<file path="config.mk">
export PLATFORM = sky130hd
export DESIGN_NAME = triangle_strip_grid_index_gen_core
export DESIGN_NICKNAME = d
export VERILOG_FILES = /design/src/rtl/tsg_pkg.sv /design/src/rtl/tsg_cfg.sv /design/src/rtl/tsg_seq.sv /design/src/rtl/triangle_strip_grid_index_gen_core.sv
export VERILOG_INCLUDE_DIRS = /design/src /design/src/rtl
export SDC_FILE = /design/constraint.sdc
export NUM_CORES = 1
export LEC_CHECK = 0
export ABC_AREA = 1
export BUFFER_PORTS_ARGS = -buffer_cell sky130_fd_sc_hd__buf_4
export CAP_MARGIN = 20
export CORE_ASPECT_RATIO = 1.25
export CORE_MARGIN = 5
export CORE_UTILIZATION = 45
export CTS_BUF_LIST = sky130_fd_sc_hd__clkbuf_8
export CTS_CLUSTER_SIZE = 14
export DETAILED_ROUTE_END_ITERATION = 12
export PLACE_DENSITY_LB_ADDON = 0.12
export SYNTH_ARGS = -nofsm -noshare
export SYNTH_HDL_FRONTEND = slang
export SYNTH_SLANG_ARGS = --single-unit
</file>
<file path="constraint.sdc">
create_clock -name i_clk -period 5.6 [get_ports i_clk]
set_input_delay 0.28 -clock i_clk [delete_from_list [all_inputs] [get_ports i_clk]]
set_output_delay 0.28 -clock i_clk [all_outputs]
set_load 0.1 [all_outputs]
</file>
<file path="src/rtl/triangle_strip_grid_index_gen_core_macros.svh">
// Assertion macros for the triangle strip index generator RTL.
// Defining NO_ASSERTIONS compiles every macro use to nothing.
`ifndef TRIANGLE_STRIP_GRID_INDEX_GEN_CORE_MACROS_SVH
`define TRIANGLE_STRIP_GRID_INDEX_GEN_CORE_MACROS_SVH
`ifndef NO_ASSERTIONS
// Same-cycle implication, checked outside reset.
`define TSG_ASSERT_IMPLIES(label, clk, rst_n, ante, cons, msg) \
    label: assert property (@(posedge clk) disable iff (!rst_n) (ante) |-> (cons)) \
        else $error(msg);
// Next-cycle implication, checked outside reset.
`define TSG_ASSERT_NEXT(label, clk, rst_n, ante, cons, msg) \
    label: assert property (@(posedge clk) disable iff (!rst_n) (ante) |=> (cons)) \
        else $error(msg);
`else
`define TSG_ASSERT_IMPLIES(label, clk, rst_n, ante, cons, msg)
`define TSG_ASSERT_NEXT(label, clk, rst_n, ante, cons, msg)
`endif
`endif

</file>
<file path="src/rtl/tsg_pkg.sv">
// Package for the triangle strip grid index generator.
// Holds fixed widths, register indexes, the phase encoding and interface structs.
`timescale 1ns / 1ps
package tsg_pkg;

    localparam int VERTEX_W   = 16;
    localparam int CFG_DATA_W = 8;
    localparam int CFG_IDX_W  = 2;

    localparam logic [CFG_IDX_W-1:0]  CFG_TILES_X = 2'd0;
    localparam logic [CFG_IDX_W-1:0]  CFG_TILES_Y = 2'd1;
    localparam logic [CFG_DATA_W-1:0] RESET_TILES = 8'd32;

    // Emit phases of the strip sequencer, one-hot.
    typedef enum logic [6:0] {
        PH_FIRST  = 7'b0000001,
        PH_SECOND = 7'b0000010,
        PH_TOP    = 7'b0000100,
        PH_BOTTOM = 7'b0001000,
        PH_JOIN_A = 7'b0010000,
        PH_JOIN_B = 7'b0100000,
        PH_JOIN_C = 7'b1000000
    } t_phase;

    typedef struct packed {
        logic fire;     // one item is processed this cycle
        logic restart;  // the item asks for the strip to start over
        logic clear;    // a register write returns the strip to its start
    } t_seq_ctl;

    typedef struct packed {
        logic [VERTEX_W-1:0] vertex_index;
        logic                last;
    } t_seq_out;

endpackage

</file>
<file path="src/rtl/tsg_cfg.sv">
// Grid size registers of the triangle strip index generator.
// Depends on tsg_pkg; gives effective tile counts and a strip clear pulse.
`timescale 1ns / 1ps
module tsg_cfg
    import tsg_pkg::*;
#(
    parameter int TILE_BITS = 8
) (
    input  logic                  i_clk,
    input  logic                  i_rst_n,
    input  logic                  i_cfg_we,
    input  logic [CFG_IDX_W-1:0]  i_cfg_index,
    input  logic [CFG_DATA_W-1:0] i_cfg_data,
    output logic [TILE_BITS-1:0]  o_tiles_x,
    output logic [TILE_BITS-1:0]  o_tiles_y,
    output logic                  o_clear
);

    logic [TILE_BITS-1:0] r_tiles_x;
    logic [TILE_BITS-1:0] r_tiles_y;
    logic                 hit_x;
    logic                 hit_y;

    always_comb begin
        hit_x = 1'b0;
        hit_y = 1'b0;
        unique case (i_cfg_index)
            CFG_TILES_X: begin
                hit_x = i_cfg_we;
            end
            CFG_TILES_Y: begin
                hit_y = i_cfg_we;
            end
            default: begin
                hit_x = 1'b0;
            end
        endcase
    end

    always_ff @(posedge i_clk) begin
        if (!i_rst_n) begin
            r_tiles_x <= RESET_TILES[TILE_BITS-1:0];
            r_tiles_y <= RESET_TILES[TILE_BITS-1:0];
        end else begin
            if (hit_x) begin
                r_tiles_x <= i_cfg_data[TILE_BITS-1:0];
            end
            if (hit_y) begin
                r_tiles_y <= i_cfg_data[TILE_BITS-1:0];
            end
        end
    end

    // A count of zero behaves as a single tile.
    assign o_tiles_x = (r_tiles_x == '0) ? TILE_BITS'(1) : r_tiles_x;
    assign o_tiles_y = (r_tiles_y == '0) ? TILE_BITS'(1) : r_tiles_y;
    assign o_clear   = hit_x | hit_y;

endmodule

</file>
<file path="src/rtl/tsg_seq.sv">
// Strip sequencer: phase, column, row, direction and row base registers
// with the one-step index logic. Depends on tsg_pkg.
`timescale 1ns / 1ps
module tsg_seq
    import tsg_pkg::*;
#(
    parameter int TILE_BITS = 8
) (
    input  logic                 i_clk,
    input  logic                 i_rst_n,
    input  logic [TILE_BITS-1:0] i_tiles_x,
    input  logic [TILE_BITS-1:0] i_tiles_y,
    input  t_seq_ctl             i_ctl,
    output t_seq_out             o_out
);

    t_phase                r_phase, n_phase, w_phase;
    logic [TILE_BITS-1:0]  r_cc, n_cc, w_cc;
    logic [TILE_BITS-1:0]  r_rc, n_rc, w_rc;
    logic                  r_sweep, n_sweep, w_sweep;
    logic [VERTEX_W-1:0]   r_base, n_base, w_base;

    logic                  start;
    logic [TILE_BITS-1:0]  col;
    logic [TILE_BITS-1:0]  cc_inc;
    logic [TILE_BITS:0]    rc_inc;
    logic [VERTEX_W-1:0]   stride;
    logic [VERTEX_W-1:0]   col_w;
    logic [VERTEX_W-1:0]   edge_col;
    logic [VERTEX_W-1:0]   idx;
    logic                  last;

    // An unknown phase code starts the strip over, like a restart.
    always_comb begin
        unique case (r_phase)
            PH_FIRST, PH_SECOND, PH_TOP, PH_BOTTOM,
            PH_JOIN_A, PH_JOIN_B, PH_JOIN_C: begin
                start = i_ctl.restart;
            end
            default: begin
                start = 1'b1;
            end
        endcase
    end

    always_comb begin
        w_phase = start ? PH_FIRST : r_phase;
        w_cc    = start ? '0 : r_cc;
        w_rc    = start ? '0 : r_rc;
        w_sweep = start ? 1'b1 : r_sweep;
        w_base  = start ? '0 : r_base;

        col      = w_sweep ? TILE_BITS'(w_cc + 1'b1) : TILE_BITS'(i_tiles_x - w_cc - 1'b1);
        cc_inc   = TILE_BITS'(w_cc + 1'b1);
        rc_inc   = {1'b0, w_rc} + 1'b1;
        stride   = VERTEX_W'(i_tiles_x) + 1'b1;
        col_w    = VERTEX_W'(col);
        edge_col = w_sweep ? VERTEX_W'(i_tiles_x) : '0;

        n_phase = w_phase;
        n_cc    = w_cc;
        n_rc    = w_rc;
        n_sweep = w_sweep;
        n_base  = w_base;
        idx     = '0;
        last    = 1'b0;

        unique case (w_phase)
            PH_FIRST: begin
                n_phase = PH_SECOND;
            end
            PH_SECOND: begin
                idx     = stride;
                n_cc    = '0;
                n_phase = PH_TOP;
            end
            PH_TOP: begin
                idx     = w_base + col_w;
                n_phase = PH_BOTTOM;
            end
            PH_BOTTOM: begin
                idx  = w_base + stride + col_w;
                n_cc = cc_inc;
                if (cc_inc >= i_tiles_x) begin
                    if (rc_inc >= {1'b0, i_tiles_y}) begin
                        // Final index: the strip returns to its start.
                        last    = 1'b1;
                        n_phase = PH_FIRST;
                        n_cc    = '0;
                        n_rc    = '0;
                        n_sweep = 1'b1;
                        n_base  = '0;
                    end else begin
                        n_phase = PH_JOIN_A;
                    end
                end else begin
                    n_phase = PH_TOP;
                end
            end
            PH_JOIN_A: begin
                idx     = w_base + stride + edge_col;
                n_phase = PH_JOIN_B;
            end
            PH_JOIN_B: begin
                idx     = w_base + stride + edge_col;
                n_phase = PH_JOIN_C;
            end
            PH_JOIN_C: begin
                idx     = w_base + {stride[VERTEX_W-2:0], 1'b0} + edge_col;
                n_rc    = TILE_BITS'(w_rc + 1'b1);
                n_base  = w_base + stride;
                n_sweep = ~w_sweep;
                n_cc    = '0;
                n_phase = PH_TOP;
            end
            default: begin
                n_phase = PH_SECOND;
            end
        endcase
    end

    always_ff @(posedge i_clk) begin
        if (!i_rst_n || i_ctl.clear) begin
            r_phase <= PH_FIRST;
            r_cc    <= '0;
            r_rc    <= '0;
            r_sweep <= 1'b1;
            r_base  <= '0;
        end else if (i_ctl.fire) begin
            r_phase <= n_phase;
            r_cc    <= n_cc;
            r_rc    <= n_rc;
            r_sweep <= n_sweep;
            r_base  <= n_base;
        end
    end

    assign o_out.vertex_index = idx;
    assign o_out.last         = last;

endmodule

</file>
<file path="src/rtl/triangle_strip_grid_index_gen_core.sv">
// Top level of the triangle strip grid index generator.
// Depends on tsg_pkg, tsg_cfg, tsg_seq and the assertion macro header.
`timescale 1ns / 1ps
`include "triangle_strip_grid_index_gen_core_macros.svh"

// Each accepted item yields one vertex index of a serpentine triangle strip
// over a tiles_x by tiles_y grid, where vertex (column c, row r) has index
// r*(tiles_x+1)+c. The strip opens with vertices 0 and tiles_x+1, sweeps the
// rows in alternating direction and puts three join indices between rows, for
// 2*tiles_x*tiles_y+3*tiles_y-1 indices in all; the final one carries
// o_last_of_strip and the item after it starts a new strip. Setting i_restart
// on an item starts the strip over at once. The block sustains one item per
// clock while the output is not stalled: an item is captured in an input
// register, the next index is formed from it by one add path of the
// sequencer, and the result sits in an output register that drives o_valid.
// The input side stalls only when both registers are full and the output is
// stalled. A write to either grid size register returns the sequencer to the
// start of the strip; write them only while no item is in flight. A tile count
// of zero acts as one, and only the low TILE_BITS bits of a count are kept.
module triangle_strip_grid_index_gen_core
    import tsg_pkg::*;
#(
    parameter int TILE_BITS = 8
) (
    input  logic                  i_clk,
    input  logic                  i_rst_n,
    input  logic                  i_cfg_we,
    input  logic [CFG_IDX_W-1:0]  i_cfg_index,
    input  logic [CFG_DATA_W-1:0] i_cfg_data,
    input  logic                  i_valid,
    output logic                  o_stall,
    input  logic                  i_restart,
    output logic                  o_valid,
    input  logic                  i_stall,
    output logic [VERTEX_W-1:0]   o_vertex_index,
    output logic                  o_last_of_strip
);

    logic [TILE_BITS-1:0] tiles_x;
    logic [TILE_BITS-1:0] tiles_y;
    logic                 cfg_clear;

    // Input register stage.
    logic                 r_s1_valid;
    logic                 r_s1_restart;

    // Output register stage.
    logic                 r_out_valid;
    logic [VERTEX_W-1:0]  r_out_index;
    logic                 r_out_last;

    logic                 out_free;
    logic                 s1_fire;
    logic                 in_accept;
    t_seq_ctl             seq_ctl;
    t_seq_out             seq_out;

    // The output register can take a new result when it is empty or being
    // drained this cycle; the input register moves whenever that holds.
    assign out_free  = !r_out_valid || !i_stall;
    assign s1_fire   = r_s1_valid && out_free;
    assign o_stall   = r_s1_valid && !out_free;
    assign in_accept = i_valid && !o_stall;

    tsg_cfg #(
        .TILE_BITS (TILE_BITS)
    ) u_cfg (
        .i_clk       (i_clk),
        .i_rst_n     (i_rst_n),
        .i_cfg_we    (i_cfg_we),
        .i_cfg_index (i_cfg_index),
        .i_cfg_data  (i_cfg_data),
        .o_tiles_x   (tiles_x),
        .o_tiles_y   (tiles_y),
        .o_clear     (cfg_clear)
    );

    assign seq_ctl.fire    = s1_fire;
    assign seq_ctl.restart = r_s1_restart;
    assign seq_ctl.clear   = cfg_clear;

    tsg_seq #(
        .TILE_BITS (TILE_BITS)
    ) u_seq (
        .i_clk     (i_clk),
        .i_rst_n   (i_rst_n),
        .i_tiles_x (tiles_x),
        .i_tiles_y (tiles_y),
        .i_ctl     (seq_ctl),
        .o_out     (seq_out)
    );

    always_ff @(posedge i_clk) begin
        if (!i_rst_n) begin
            r_s1_valid <= 1'b0;
        end else if (in_accept) begin
            r_s1_valid <= 1'b1;
        end else if (s1_fire) begin
            r_s1_valid <= 1'b0;
        end
    end

    always_ff @(posedge i_clk) begin
        if (in_accept) begin
            r_s1_restart <= i_restart;
        end
    end

    always_ff @(posedge i_clk) begin
        if (!i_rst_n) begin
            r_out_valid <= 1'b0;
        end else if (s1_fire) begin
            r_out_valid <= 1'b1;
        end else if (!i_stall) begin
            r_out_valid <= 1'b0;
        end
    end

    always_ff @(posedge i_clk) begin
        if (s1_fire) begin
            r_out_index <= seq_out.vertex_index;
            r_out_last  <= seq_out.last;
        end
    end

    assign o_valid         = r_out_valid;
    assign o_vertex_index  = r_out_index;
    assign o_last_of_strip = r_out_last;

    // The input side only stalls with both stages full and the output held.
    `TSG_ASSERT_IMPLIES(a_stall_only_when_full, i_clk, i_rst_n, o_stall, r_s1_valid && r_out_valid && i_stall, "input stalled while a stage had room")

    // A processed item always lands in the output register.
    `TSG_ASSERT_NEXT(a_fire_loads_output, i_clk, i_rst_n, s1_fire, r_out_valid, "processed item did not reach the output register")

    // A restart item always yields vertex 0, never flagged as last.
    `TSG_ASSERT_NEXT(a_restart_gives_first, i_clk, i_rst_n, s1_fire && r_s1_restart, (r_out_index == '0) && !r_out_last, "restart did not produce the first strip index")

endmodule

</file>
==> impl_metrics.ini <==
[floorplanning]
die-area_mm2 = 0.0188
start_util = 0.453
placeableCoreArea_mm2 = 0.0160
row_count = 52
die_y_um = 152
die_w_um = 124
ios = 35

[global_routing]
use_met2 = 0.404
grt.total_usage = 0.233
grtUsageMet3 = 0.0294
grt_pass1_vias = 6824
grt_use_met1 = 0.303
grt_pass1_wl_um = 34500
antenna_found_initial = 0
grt_overflow_total = 0
busiest_layer = met2
grt_max_degree = 80

[run_status]
status = complete, no violations

[power]
leakage_nw = 3.77
ir_worst_vdd_v = 0.000106
power_density_mw_per_mm2 = 180

[synth]
ys_seq_area_frac = 0.235
synth_top_flop_cell = dfxtp_1
syn_nets = 1208
postSynthAreaPerCell_um2 = 6.49
syn_area_mm2 = 0.00725
netlist_instances = 1117
async_reset_ff_frac = 0
synth_cell_types = 49
ys_warn_count = 0
synth_seq_cells = 76
synth_edf_count = 18

[final_layout]
final_cell_mix = nand2_1, inv_1, a21oi_1
fin_cells = 1362
mostFrequentLayoutCell = nand2_1
drive_gt1_frac = 0.0855
fillers = 1721
n_antenna_cell = 0
syn_to_final_growth_pct = 8.72
nets = 1232

[timing]
rsz0062_at_grt = no
finalCritPeriodShare = 0.881
finClkSkew_ps = 11.5
fmax_mhz = 203
tns_ps = 0
slew_headroom = 0.450
setup_ws_ps = 666
worst_slew_pin_slew_ps = 825
finalSetupViolations = 0
maxSlewViolCount = 0
period_minus_slack_ps = 4930
finalHoldViolations = 0

[place]
gp_congestion = 0.904
hpwl_um = 16600
port_buffers = 34
dp_slack_ps = 680
dp.cells = 1346

[clock_tree]
cts_sinks = 76
cts_inserted_buffers = 9
cts_setup_buffers = 0
cts.repair.resized = 0
clockRootBuffer = clkbuf_8
clk_latency_ps = 390
cts_max_path_buffers = 2
path_clk_slew_ps = 90
cts_tree = done
hold_buffers = 0
htree_num_levels = 3

[critical_path]
crit_type = reg -> reg
worstSetupStartpointType = register
critPathMaxFanout = 9
worst_ep_arrival_time_ps = 5080
cp.required_ps = 5740
crit_path_end_kind = register

[route]
first_iter_violations = 473
wire_per_inst_um = 15.7
postRouteAntennaNets = 0
route.vias.total = 7254
first_pass_iters = 5
drc = 0
vias_per_cell = 5.33
routed_wl_um = 21400

[run]
maxCapViolations = 0

[worst_hold_path]
hold_class = in -> reg
-- path summary, 6_finish.rpt --
check | from | endpoint | slack [ps] | cells past startpoint
max reg2reg | u_seq.r_phase[4] | o_vertex_index[15] | 670 | 27
min | i_restart | r_s1_restart | 90 | 1
max | u_seq.r_phase[4] | o_vertex_index[15] | 670 | 27
min reg2reg | u_cfg.r_tiles_y[2] | u_cfg.r_tiles_y[2] | 490 | 2
-- stage by stage --
stage / util / power, mW / hold WS (ps) / cell area [um^2]
6_report: 0.492 / 1.42 / 85.9 / 7880
5_1_grt: 0.492 / 1.51 / 61.1 / 7880
4_1_cts: 0.492 / 1.43 / 64.1 / 7880
3_5_place_dp: 0.482 / 1.04 / 475 / 7720
3_3_place_gp: 0.482 / 1.03 / 474 / 7720
2_1_floorplan: - / 0.929 / 379 / 7250
-- cells by family (layout without fill, tap and decap cells) --
group	Yosys count	count (layout)	synth area share
xor+xnor	23	23	0.0278
fa+ha+maj	75	75	0.142
flops	76	76	0.235
compound gates	278	278	0.211
buf+inv	216	245	0.115
simple gates	449	449	0.270
-- synth_stat cells, types with 12 or more instances --
library cell	instances	area (um^2)
ha_1	63	788
xor2_1	13	114
nand4_1	17	106
nor2_2	13	81.3
nand2_1	269	1010
fa_1	12	240
a21oi_1	122	611
clkbuf_1	20	75.1
nor3_1	13	65.1
o21ai_0	97	485
edfxtp_1	18	541
nand3_1	49	245
dfxtp_1	58	1160
inv_1	177	664
o21ai_1	17	85.1
nor2_1	62	233
-- critical path, cell delays in order, from the launching register on --
cell and delay, ps:
dfxtp_1 400, nor2_2 70, nand2_2 80, nand3_1 100, nand2_2 180, nand3_4 200
nor2_2 230, inv_1 100, ha_1 220, fa_1 410, a21oi_1 150, o21ai_0 130
nand2_1 90, nand2_1 50, a21oi_1 150, a21oi_1 80, o21ai_0 80, o21ai_1 120
ha_1 350, inv_1 80, o311ai_0 600, nand3_1 170, nand2_2 160, nand2_1 100
o21ai_1 130, nand2_1 60, a21oi_1 130, nand2_1 80
-- sequential cells by signal, summed over array words and instances (netlist names) --
signal           flops
u_cfg.r_tiles_y      8
o_last_of_strip      1
o_valid              1
u_seq.r_cc           8
r_s1_restart         1
u_seq.r_sweep        1
r_s1_valid           1
u_cfg.r_tiles_x      8
u_seq.r_phase        7
u_seq.r_rc           8
o_vertex_index      16
u_seq.r_base        16
-- metal layers --
metal	up-vias	share of wire
li1	3735	-
met4	0	0.016
met2	160	0.49
met1	3337	0.45
met5	-	0
met3	22	0.045
-- area by class of cell --
cell class,instances,area [um^2],area share
clock buffer,9,124,0.0157
clock inverter,7,36.3,0.00460
inverter,186,698,0.0886
multi-input combinational,825,4730,0.600
sequential,76,1700,0.216
tap,216,270,0.0343
timing repair buffer,43,323,0.0410
-- report_power, final --
group | total (mW) | switching (mW) | internal (mW)
registers | 0.607 | 0.0187 | 0.588
clock network | 0.390 | 0.234 | 0.156
logic | 0.419 | 0.290 | 0.129
(Power assumes the default switching activity.)
